**config.mk**
```make
export PLATFORM = sky130hd
export DESIGN_NAME = bounded_deque_store_core
export DESIGN_NICKNAME = d
export VERILOG_FILES = /design/src/hdl/bds_pkg.sv /design/src/hdl/bds_ram.sv /design/src/hdl/bds_fifo.sv /design/src/hdl/bds_front.sv /design/src/hdl/bds_back.sv /design/src/hdl/bounded_deque_store_core.sv
export VERILOG_INCLUDE_DIRS = /design/src /design/src/hdl
export SDC_FILE = /design/constraint.sdc
export NUM_CORES = 2
export LEC_CHECK = 0
export BUFFER_PORTS_ARGS = -buffer_cell sky130_fd_sc_hd__buf_2
export CORE_ASPECT_RATIO = 0.7
export CORE_UTILIZATION = 30
export CTS_BUF_LIST = sky130_fd_sc_hd__clkbuf_8
export CTS_CLUSTER_DIAMETER = 40
export DETAILED_ROUTE_END_ITERATION = 7
export PLACE_DENSITY = 0.44
export SYNTH_ARGS = -nofsm -noshare
export SYNTH_HDL_FRONTEND = slang
export SYNTH_HIERARCHICAL = 1
export SYNTH_SLANG_ARGS = --single-unit
```
**constraint.sdc**
```tcl
create_clock -name clk -period 14.1 [get_ports clk]
set_clock_uncertainty 0.15 [all_clocks]
set_input_delay 2.82 -clock clk [delete_from_list [all_inputs] [get_ports clk]]
set_output_delay 2.82 -clock clk [all_outputs]
set_load 0.03 [all_outputs]
```
**src/hdl/bounded_deque_store_core_macros.svh**
```systemverilog
// Assertion macros shared by the deque store RTL.
`ifndef BOUNDED_DEQUE_STORE_CORE_MACROS_SVH
`define BOUNDED_DEQUE_STORE_CORE_MACROS_SVH

// Clocked assertion, off while reset is high.
`define BDS_ASSERT(label, clk, rst, prop, msg) \
  label: assert property (@(posedge clk) disable iff (rst) prop) else $error(msg);

// Clocked assertion that is checked in every cycle.
`define BDS_ASSERT_ALWAYS(label, clk, prop, msg) \
  label: assert property (@(posedge clk) prop) else $error(msg);

`endif

```
**src/hdl/bds_pkg.sv**
```systemverilog
// Shared types and constants of the deque store.
package bds_pkg;

  localparam int DEPTH_DEF   = 64;
  localparam int DATA_W      = 32;
  localparam int REQ_W       = 3;
  localparam int STATUS_W    = 2;
  localparam int COUNT_W     = 7;
  localparam int OUT_DATA_W  = 40;
  localparam int QUEUE_DEPTH = 2;

  localparam logic [REQ_W-1:0] REQ_PUSH_FRONT = 3'd0;
  localparam logic [REQ_W-1:0] REQ_PUSH_BACK  = 3'd1;
  localparam logic [REQ_W-1:0] REQ_POP_FRONT  = 3'd2;
  localparam logic [REQ_W-1:0] REQ_POP_BACK   = 3'd3;
  localparam logic [REQ_W-1:0] REQ_DUMP       = 3'd4;
  localparam logic [REQ_W-1:0] REQ_COUNT      = 3'd5;

  localparam logic [STATUS_W-1:0] STAT_OK    = 2'd0;
  localparam logic [STATUS_W-1:0] STAT_EMPTY = 2'd1;
  localparam logic [STATUS_W-1:0] STAT_FULL  = 2'd2;

  typedef enum logic [2:0] {
    OP_PUSH_FRONT,
    OP_PUSH_BACK,
    OP_POP_FRONT,
    OP_POP_BACK,
    OP_DUMP,
    OP_COUNT
  } op_t;

  typedef struct packed {
    op_t               op;
    logic [DATA_W-1:0] value;
  } cmd_t;

  typedef enum logic {
    S_IDLE,
    S_DUMP
  } state_t;

  typedef struct packed {
    logic [COUNT_W-1:0] occ;
    logic [COUNT_W-1:0] front;
    logic               dumping;
  } bstat_t;

endpackage

```
**src/hdl/bds_ram.sv**
```systemverilog
// Generic single-write, single-read RAM with registered read data.
module bds_ram #(
  parameter int WIDTH = 32,
  parameter int DEPTH = 64
) (
  input  logic                     clk,
  input  logic                     we,
  input  logic [$clog2(DEPTH)-1:0] waddr,
  input  logic [WIDTH-1:0]         wdata,
  input  logic                     re,
  input  logic [$clog2(DEPTH)-1:0] raddr,
  output logic [WIDTH-1:0]         rdata
);

  logic [WIDTH-1:0] mem [DEPTH];

  always_ff @(posedge clk) begin
    if (we) begin
      mem[waddr] <= wdata;
    end
    if (re) begin
      rdata <= mem[raddr];
    end
  end

endmodule

```
**src/hdl/bds_fifo.sv**
```systemverilog
// Short command queue between the request decoder and the executor.
module bds_fifo (
  input  logic          clk,
  input  logic          rst,
  input  logic          push,
  input  bds_pkg::cmd_t push_cmd,
  output logic          full,
  input  logic          pop,
  output bds_pkg::cmd_t pop_cmd,
  output logic          not_empty
);

  localparam int QD  = bds_pkg::QUEUE_DEPTH;
  localparam int QAW = (QD > 1) ? $clog2(QD) : 1;
  localparam int QCW = $clog2(QD + 1);
  localparam logic [QAW-1:0] QLAST = QAW'(QD - 1);

  bds_pkg::cmd_t  slots [QD];
  logic [QAW-1:0] wr_ptr;
  logic [QAW-1:0] rd_ptr;
  logic [QCW-1:0] count;

  assign full      = (count == QCW'(QD));
  assign not_empty = (count != '0);
  assign pop_cmd   = slots[rd_ptr];

  always_ff @(posedge clk) begin
    if (push) begin
      slots[wr_ptr] <= push_cmd;
    end
  end

  always_ff @(posedge clk) begin
    if (rst) begin
      wr_ptr <= '0;
      rd_ptr <= '0;
      count  <= '0;
    end else begin
      if (push) begin
        wr_ptr <= (wr_ptr == QLAST) ? '0 : wr_ptr + 1'b1;
      end
      if (pop) begin
        rd_ptr <= (rd_ptr == QLAST) ? '0 : rd_ptr + 1'b1;
      end
      unique if (push && !pop) begin
        count <= count + 1'b1;
      end else if (pop && !push) begin
        count <= count - 1'b1;
      end else begin
        count <= count;
      end
    end
  end

endmodule

```
**src/hdl/bds_front.sv**
```systemverilog
// Request intake: takes input transfers and decodes them into queue commands.
module bds_front (
  input  logic                         s_tvalid,
  output logic                         s_tready,
  input  logic [bds_pkg::DATA_W-1:0]   s_tdata,
  input  logic [bds_pkg::REQ_W-1:0]    s_tuser,
  input  logic                         q_full,
  output logic                         q_push,
  output bds_pkg::cmd_t                q_cmd
);

  assign s_tready = !q_full;
  assign q_push   = s_tvalid && !q_full;

  always_comb begin
    q_cmd.value = s_tdata;
    unique case (s_tuser)
      bds_pkg::REQ_PUSH_FRONT: q_cmd.op = bds_pkg::OP_PUSH_FRONT;
      bds_pkg::REQ_PUSH_BACK:  q_cmd.op = bds_pkg::OP_PUSH_BACK;
      bds_pkg::REQ_POP_FRONT:  q_cmd.op = bds_pkg::OP_POP_FRONT;
      bds_pkg::REQ_POP_BACK:   q_cmd.op = bds_pkg::OP_POP_BACK;
      bds_pkg::REQ_DUMP:       q_cmd.op = bds_pkg::OP_DUMP;
      default:                 q_cmd.op = bds_pkg::OP_COUNT;
    endcase
  end

endmodule

```
**src/hdl/bds_back.sv**
```systemverilog
// Command executor: ring buffer control, entry RAM and output register.
module bds_back #(
  parameter int DEPTH = bds_pkg::DEPTH_DEF
) (
  input  logic                           clk,
  input  logic                           rst,
  input  logic                           cmd_valid,
  input  bds_pkg::cmd_t                  cmd,
  output logic                           cmd_pop,
  output logic                           m_tvalid,
  input  logic                           m_tready,
  output logic [bds_pkg::DATA_W-1:0]     m_value,
  output logic [bds_pkg::COUNT_W-1:0]    m_count,
  output logic [bds_pkg::STATUS_W-1:0]   m_status,
  output logic                           m_last,
  output bds_pkg::bstat_t                stat
);

  localparam int AW = (DEPTH > 1) ? $clog2(DEPTH) : 1;
  localparam int CW = $clog2(DEPTH + 1);
  localparam logic [AW-1:0] LAST_IDX = AW'(DEPTH - 1);
  localparam logic [AW:0]   DEPTH_X  = (AW + 1)'(DEPTH);

  bds_pkg::state_t state, state_next;

  logic [AW-1:0] front, front_next;
  logic [CW-1:0] occ, occ_next;
  logic [AW-1:0] rd_ptr, rd_ptr_next;
  logic [CW-1:0] idx, idx_next;

  logic          full, empty, out_free, last_hit;
  logic [AW-1:0] front_dec, front_inc, rd_inc, back_slot;
  logic [AW:0]   back_sum;

  logic                          we, re, load;
  logic [AW-1:0]                 waddr, raddr;
  logic [bds_pkg::DATA_W-1:0]    rdata;
  logic [bds_pkg::STATUS_W-1:0]  o_status;
  logic [bds_pkg::DATA_W-1:0]    o_value;
  logic                          o_last;

  assign full      = (occ == CW'(DEPTH));
  assign empty     = (occ == '0);
  assign out_free  = !m_tvalid || m_tready;
  assign last_hit  = (idx == occ - 1'b1);
  assign front_dec = (front == '0) ? LAST_IDX : front - 1'b1;
  assign front_inc = (front == LAST_IDX) ? '0 : front + 1'b1;
  assign rd_inc    = (rd_ptr == LAST_IDX) ? '0 : rd_ptr + 1'b1;
  assign back_sum  = {1'b0, front} + {1'b0, occ[AW-1:0]};
  assign back_slot = (back_sum >= DEPTH_X) ? AW'(back_sum - DEPTH_X) : back_sum[AW-1:0];

  bds_ram #(
    .WIDTH (bds_pkg::DATA_W),
    .DEPTH (DEPTH)
  ) u_ram (
    .clk   (clk),
    .we    (we),
    .waddr (waddr),
    .wdata (cmd.value),
    .re    (re),
    .raddr (raddr),
    .rdata (rdata)
  );

  always_comb begin
    state_next = state;
    unique case (state)
      bds_pkg::S_IDLE: begin
        if (cmd_valid && out_free && cmd.op == bds_pkg::OP_DUMP && !empty) begin
          state_next = bds_pkg::S_DUMP;
        end
      end
      bds_pkg::S_DUMP: begin
        if (out_free && last_hit) begin
          state_next = bds_pkg::S_IDLE;
        end
      end
      default: state_next = bds_pkg::S_IDLE;
    endcase
  end

  always_comb begin
    cmd_pop     = 1'b0;
    load        = 1'b0;
    we          = 1'b0;
    re          = 1'b0;
    waddr       = front_dec;
    raddr       = front;
    o_status    = bds_pkg::STAT_OK;
    o_value     = '0;
    o_last      = 1'b1;
    occ_next    = occ;
    front_next  = front;
    rd_ptr_next = rd_ptr;
    idx_next    = idx;
    unique case (state)
      bds_pkg::S_IDLE: begin
        if (cmd_valid && out_free) begin
          cmd_pop = 1'b1;
          load    = 1'b1;
          unique case (cmd.op)
            bds_pkg::OP_PUSH_FRONT: begin
              if (full) begin
                o_status = bds_pkg::STAT_FULL;
              end else begin
                we         = 1'b1;
                waddr      = front_dec;
                front_next = front_dec;
                occ_next   = occ + 1'b1;
              end
            end
            bds_pkg::OP_PUSH_BACK: begin
              if (full) begin
                o_status = bds_pkg::STAT_FULL;
              end else begin
                we       = 1'b1;
                waddr    = back_slot;
                occ_next = occ + 1'b1;
              end
            end
            bds_pkg::OP_POP_FRONT: begin
              if (empty) begin
                o_status = bds_pkg::STAT_EMPTY;
              end else begin
                front_next = front_inc;
                occ_next   = occ - 1'b1;
              end
            end
            bds_pkg::OP_POP_BACK: begin
              if (empty) begin
                o_status = bds_pkg::STAT_EMPTY;
              end else begin
                occ_next = occ - 1'b1;
              end
            end
            bds_pkg::OP_DUMP: begin
              if (empty) begin
                o_status = bds_pkg::STAT_EMPTY;
              end else begin
                load        = 1'b0;
                re          = 1'b1;
                raddr       = front;
                rd_ptr_next = front_inc;
                idx_next    = '0;
              end
            end
            default: ;
          endcase
        end
      end
      bds_pkg::S_DUMP: begin
        if (out_free) begin
          load    = 1'b1;
          o_value = rdata;
          o_last  = last_hit;
          if (!last_hit) begin
            re          = 1'b1;
            raddr       = rd_ptr;
            rd_ptr_next = rd_inc;
            idx_next    = idx + 1'b1;
          end
        end
      end
      default: ;
    endcase
  end

  always_ff @(posedge clk) begin
    if (rst) begin
      state    <= bds_pkg::S_IDLE;
      front    <= '0;
      occ      <= '0;
      rd_ptr   <= '0;
      idx      <= '0;
      m_tvalid <= 1'b0;
    end else begin
      state    <= state_next;
      front    <= front_next;
      occ      <= occ_next;
      rd_ptr   <= rd_ptr_next;
      idx      <= idx_next;
      if (load) begin
        m_tvalid <= 1'b1;
      end else if (m_tready) begin
        m_tvalid <= 1'b0;
      end
    end
  end

  always_ff @(posedge clk) begin
    if (load) begin
      m_status <= o_status;
      m_value  <= o_value;
      m_count  <= bds_pkg::COUNT_W'(occ_next);
      m_last   <= o_last;
    end
  end

  assign stat.occ     = bds_pkg::COUNT_W'(occ);
  assign stat.front   = bds_pkg::COUNT_W'(front);
  assign stat.dumping = (state == bds_pkg::S_DUMP);

endmodule

```
**src/hdl/bounded_deque_store_core.sv**
```systemverilog
// Top level of the bounded deque store: intake, command queue and executor.
//
// A double-ended queue of up to DEPTH signed 32-bit entries kept in a ring
// buffer RAM. Requests come in on the s_ stream (req_type in s_tuser, value in
// s_tdata) and pass through a two-entry command queue, so intake keeps going
// while the executor or the output side stalls, until the queue is full. Push,
// pop and count requests each give one result; a dump first starts the RAM
// read and then gives one entry per cycle while the output is free, set by
// the single registered RAM read port. The result of a push, pop or count
// request passes the command queue and then the output register before it is
// valid on the m_ stream; the first entry of a dump also passes the registered
// RAM read. Every request ends with a result that has m_tlast set. No clearing
// pass follows reset; the store is ready at once.
`include "bounded_deque_store_core_macros.svh"

module bounded_deque_store_core #(
  parameter int DEPTH = bds_pkg::DEPTH_DEF
) (
  input  logic                              clk,
  input  logic                              rst,
  input  logic                              s_tvalid,
  output logic                              s_tready,
  input  logic [bds_pkg::DATA_W-1:0]        s_tdata,   // value_in
  input  logic [bds_pkg::REQ_W-1:0]         s_tuser,   // req_type
  output logic                              m_tvalid,
  input  logic                              m_tready,
  output logic [bds_pkg::OUT_DATA_W-1:0]    m_tdata,   // value_out, entry_count, zero pad
  output logic                              m_tlast,   // last
  output logic [bds_pkg::STATUS_W-1:0]      m_tuser    // status
);

  logic                          q_full, q_push, q_pop, q_not_empty;
  bds_pkg::cmd_t                 q_in, q_out;
  logic [bds_pkg::DATA_W-1:0]    m_value;
  logic [bds_pkg::COUNT_W-1:0]   m_count;
  bds_pkg::bstat_t               stat;

  bds_front u_front (
    .s_tvalid (s_tvalid),
    .s_tready (s_tready),
    .s_tdata  (s_tdata),
    .s_tuser  (s_tuser),
    .q_full   (q_full),
    .q_push   (q_push),
    .q_cmd    (q_in)
  );

  bds_fifo u_fifo (
    .clk       (clk),
    .rst       (rst),
    .push      (q_push),
    .push_cmd  (q_in),
    .full      (q_full),
    .pop       (q_pop),
    .pop_cmd   (q_out),
    .not_empty (q_not_empty)
  );

  bds_back #(
    .DEPTH (DEPTH)
  ) u_back (
    .clk       (clk),
    .rst       (rst),
    .cmd_valid (q_not_empty),
    .cmd       (q_out),
    .cmd_pop   (q_pop),
    .m_tvalid  (m_tvalid),
    .m_tready  (m_tready),
    .m_value   (m_value),
    .m_count   (m_count),
    .m_status  (m_tuser),
    .m_last    (m_tlast),
    .stat      (stat)
  );

  assign m_tdata = {1'b0, m_count, m_value};

  `BDS_ASSERT(a_occ_bound, clk, rst, stat.occ <= bds_pkg::COUNT_W'(DEPTH), "occupancy above depth")
  `BDS_ASSERT(a_front_bound, clk, rst, stat.front < bds_pkg::COUNT_W'(DEPTH), "front index out of range")
  `BDS_ASSERT(a_err_last, clk, rst, (m_tvalid && m_tuser != bds_pkg::STAT_OK) |-> m_tlast, "error result not last")
  `BDS_ASSERT(a_dump_nonempty, clk, rst, stat.dumping |-> (stat.occ != '0), "dump running on empty store")

endmodule
```
# After elaboration in Yosys (flattened, before gate mapping)
# Memory sizes are Yosys's and may differ from the RTL's. A register that Yosys moved wholly into a read port is not among the register bits.
# Index checks and enable logic that the tools add are counted.
# totals
register_bits,74
mem_count,2
ram_bits,2118
inputBits,39
word_cells,144
out_inout_bits,45
# mem_list
memory,depth,width,rd,rd_clocked_by_memory_dff,write_ports,line,rtl
u_back.u_ram.mem,64,32,1,1,1,bds_ram.sv:15,logic [WIDTH-1:0] mem [DEPTH];
u_fifo.slots,2,35,1,1,1,bds_fifo.sv:18,bds_pkg::cmd_t slots [QD];
# classes
n_addsub,12
n_eq_ne,20
n_reduce_logical,28
order_cmp,1
bitwise_logic,2
n_mux,66
# op_table
operator,count
6-bit 2-to-1 mux,16
7-bit 2-to-1 mux,9
6-bit one-hot mux with 2 select lines,3
1-bit 2-to-1 mux,28
7-bit one-hot mux with 2 select lines,2
3-bit one-hot mux with 5 select lines,1
"7-bit by 1-bit adder with 7-bit output, second input constant",2
"6-bit by 1-bit adder with 6-bit output, second input constant",2
"3-bit by 2-bit == test with 1-bit output, second input constant",4
"6-bit == test, second input constant",2
"6-bit by 1-bit subtractor with 6-bit output, second input constant",2
"2-bit != test, second input constant",5
5-bit AND reduction,2
2-bit nonzero test,4
6-bit by 6-bit adder with 7-bit output,1
7-bit == test,1
"7-bit == test, second input constant",1
"7-bit >= comparator, second input constant",1
1-bit logical AND,7
7-bit zero test,1
"7-bit by 1-bit subtractor with 7-bit output, second input constant",1
"3-bit by 1-bit == test with 1-bit output, second input constant",2
"3-bit == test, second input constant",2
3-bit zero test,2
15 further kinds,28

# Depth between registers and ports, before layout
# logic_depth
depth_word,8
ltp_mapped,19
ltp_nobuf,14

# Cells and area by module
# The synthesis kept the hierarchy.
# by_module_without_submodules
module,area_each_um2,instances,cells_per_inst,seq_area_each_um2
bds_ram,78833.1,1,3324,62459.9
bds_back,4097.7,1,431,1821.7
bds_fifo,2745.1,1,131,2202.1
bds_front,267.8,1,37,0.0
bounded_deque_store_core,11.3,1,2,0.0

# Least setup slack after synthesis
# OpenSTA, ideal clock, no wires.
# synth_timing
path_kind,input to register
start,input port m_tready
end,"memory u_back.u_ram.mem[49][0], enable pin"
path_buffers,2
t_arrival_ns,6.719
required_time_ns,13.489
path_slack_ns,6.770
path_stages,11
path_cell_list,nand2b_1 clkbuf_1 nand3b_1 nor2_1 nand2_1 nor2_1 a31oi_1 clkbuf_1 nor2b_1 nand4_1 nor3_1
# synth_via
elab_chain_cells,6
word_cells_on_any_way,8
classes_between,mux: 6; reduce/logical: 2
# synth_lines
element,line,rtl
from (decl),bounded_deque_store_core.sv:26,"input logic m_tready,"
1-bit logical OR,bds_back.sv:44,assign out_free = !m_tvalid || m_tready;
1-bit logical AND,bds_back.sv:98,if (cmd_valid && out_free) begin
1-bit 2-to-1 mux,bds_back.sv:98,
1-bit 2-to-1 mux,bds_back.sv:96,unique case (state)
named net u_back.we,bds_back.sv:35,"logic we, re, load;"
1-bit 2-to-1 mux,bds_ram.sv:18,if (we) begin
1-bit 2-to-1 mux (not written as such),bds_ram.sv:19,mem[waddr] <= wdata;
to (decl),bds_ram.sv:15,
# The timed path passes the listed nets, and every way through them passes these cells.

# Worst setup path after layout
# layout_timing
start,input port m_tready
end,"memory u_back.u_ram.mem[15][6], enable pin"
# The elaborated chain is that of the path after synthesis.

==> summary.txt <==
Run status
  • Status: finished, final reports clean

Placement
  • Pre-CTS setup slack: 5.09 ns
  • Hpwl dp: 142 mm
  • PortBufs: 82
  • GP Congestion: 0.761
  • Post-Place Cell Area: 91600 um2
  • Placed Cells: 7699

Global routing
  • First-pass GRT wire length: 358 mm
  • Largest net degree at the start of global routing: 106
  • Total Routing Usage GR: 17.8%
  • Vias in the first global route: 43500
  • Remaining global-route overflow: 0
  • Initial antenna violation count: 32

Synthesis
  • Synth Instances: 3922
  • Syn Area/Cell: 21.9 um2
  • Synth warn: 6
  • Syn Nets: 3975
  • Post-Synthesis Cell Area: 85900 um2

Die
  • Core Area: 283000 um2
  • FP Rows: 163
  • Initial Util: 30.3%
  • Die ar.: 289000 um2
  • DIE WIDTH: 642 um
  • Die Ht: 450 um
  • I/O pins: 84

Clocking
  • Hold bufs inserted after CTS: 0
  • H-tree depth: 5
  • Max clock buf depth: 4
  • TritonCTS Buffers: 379
  • TritonCTS clock tree: built
  • Worst skew pair latency: 1.02 ns
  • Cts repair resizes: 0
  • Worst-path clk slew: 0.06 ns
  • Clock Sinks: 2225
  • Number of post-CTS setup repair buffers: 0
  • CTS root buffer: clkbuf_8

Critical path
  • CP arrival: 8.35 ns
  • Critical Path End Type: flip-flop
  • CP Class: primary input to flip-flop
  • Worst Path Required: 14.52 ns
  • Critical Path Source Type: primary input
  • Crit Path Max Fanout: 36
  • Flop2flop setup slack: 7.07 ns

Power
  • Leakage: 29.9 nW
  • IR drop worst, VDD: 132 uV
  • PwrDens: 173 nW/um2
  • Tot Pwr: 17.1 mW

STA
  • Setup violators final: 0
  • Setup TNS: 0 ns
  • Hold slack: 0.363 ns
  • RSZ-0062 raised after global routing: false
  • Hold Vio Cnt, Final: 0
  • Relative slew slack: 7.47%
  • Least-Margin Pin Slew: 1.39 ns
  • Period utilization: 56.2%
  • Fmax: 126 MHz
  • Setup ws final: 6.17 ns
  • Tmin final: 7.93 ns
  • Max-slew violations: 0

Detailed routing
  • Final wirelength: 261 mm
  • Router iterations before antenna repair: 5
  • Number of remaining DRC errors: 0
  • WL/cell: 31.2 um
  • Vias: 42498
  • Vias/cell: 5.07
  • First DRT Iteration DRCs: 5054
  • Detail Route Antenna Nets: 0

Final layout
  • Layout cell share with drive strength beyond 1: 30.5%
  • Fin cells: 8374
  • Area grow syn2layout: 14.9%
  • Number of fillers in the final layout: 26364
  • Area of the multi-input gates: 18700 um2
  • Sequential cell area: 66500 um2
  • Final net count: 4338
  • Final core utilization: 34.9%
  • Post-Layout Inst Area: 98800 um2

Worst hold path
  • Worst Hold Class: flip-flop to flip-flop

Flow run
  • Max_cap viols: 0
[path summary, 6_finish.rpt]
| check | cells after the start | from | to |
|---|---|---|---|
| worst max-delay path | 9 | m_tready | u_back/u_ram/mem[15][6] |
| worst max register to register | 15 | u_back/occ[1] | u_back/u_ram/rdata[29] |
| worst min-delay path | 2 | u_fifo/rd_ptr | flip-flop |
| worst min register to register | 2 | u_fifo/rd_ptr | flip-flop |
[registers in the layout, indices dropped and copies added (netlist names), 2 cells and up, named ones only]
| name | count |
|---|---|
| u_back/idx | 7 |
| u_back/u_ram/rdata | 32 |
| u_fifo/slots | 70 |
| u_back/m_count | 7 |
| u_back/front | 6 |
| u_fifo/count | 2 |
| u_back/m_value | 32 |
| u_back/u_ram/mem | 2048 |
| u_back/m_status | 2 |
| u_back/occ | 7 |
| u_back/rd_ptr | 6 |
[report_power, final]
part / internal, mW / switching, mW
logic: 0.945 / 2.38
clock network: 2.95 / 2.70
registers: 8.02 / 0.0685
total: 11.9 / 5.15
[cell usage in the layout, fill, tap and decap left out, types with 6 or more instances in the layout]
| cell type | instances |
|---|---|
| xnor2_1 | 17 |
| nor2_1 | 108 |
| clkbuf_8 | 384 |
| or3_1 | 6 |
| buf_2 | 82 |
| a31oi_1 | 9 |
| dfxtp_1 | 31 |
| mux4_2 | 544 |
| o32ai_1 | 8 |
| o22ai_1 | 92 |
| edfxtp_1 | 2192 |
| inv_1 | 124 |
| and3_1 | 40 |
| diode_2 | 8 |
| clkinv_1 | 88 |
| bufinv_16 | 22 |
| clkinv_2 | 33 |
| clkinvlp_4 | 14 |
| o21ai_0 | 20 |
| nand3b_1 | 7 |
| a21oi_1 | 87 |
| nand3_1 | 22 |
| buf_12 | 6 |
| buf_4 | 142 |
| mux2i_1 | 97 |
| mux2_2 | 36 |
| ha_1 | 13 |
| nand2_1 | 49 |
| a22oi_1 | 16 |
| nor3_1 | 17 |
| o221ai_1 | 27 |
| nor2b_1 | 20 |
| clkinv_4 | 9 |
| xor2_1 | 8 |
| nand2b_1 | 10 |
| and2_1 | 12 |
| nor2_4 | 65 |
| nand4_1 | 6 |
[critical path, cell delays in order]
cell and delay [ns]:
buf_2 0.11, nand2b_2 0.72, nand3b_1 0.46, nor2_1 0.74, nand2_1 0.43, a31oi_1 0.96
nand4_1 1.08, nor2_4 0.31, buf_4 0.62
[layer usage]
metal | wire length [um] | global-route usage (%) | vias up | part of all wire (%)
li1 | - | - | 17279 | -
met1 | 117000 | 25.7 | 23193 | 45
met2 | 113000 | 25.7 | 1679 | 43
met3 | 25700 | 6.02 | 345 | 9.9
met4 | 5210 | 4.25 | 2 | 2.0
met5 | 11 | 0 | - | 0.0042
[area by class of cell]
| class | count | share of cell area [%] |
|---|---|---|
| clock inverters | 283 | 1.89 |
| clock buffers | 384 | 5.35 |
| multi-input cells | 1428 | 18.9 |
| inverters | 21 | 0.0798 |
| flip-flops and latches | 2225 | 67.3 |
| repair buffers | 230 | 1.62 |
| diodes | 8 | 0.0203 |
| well taps | 3795 | 4.81 |
Note: power is estimated with default switching activity, not from simulation.
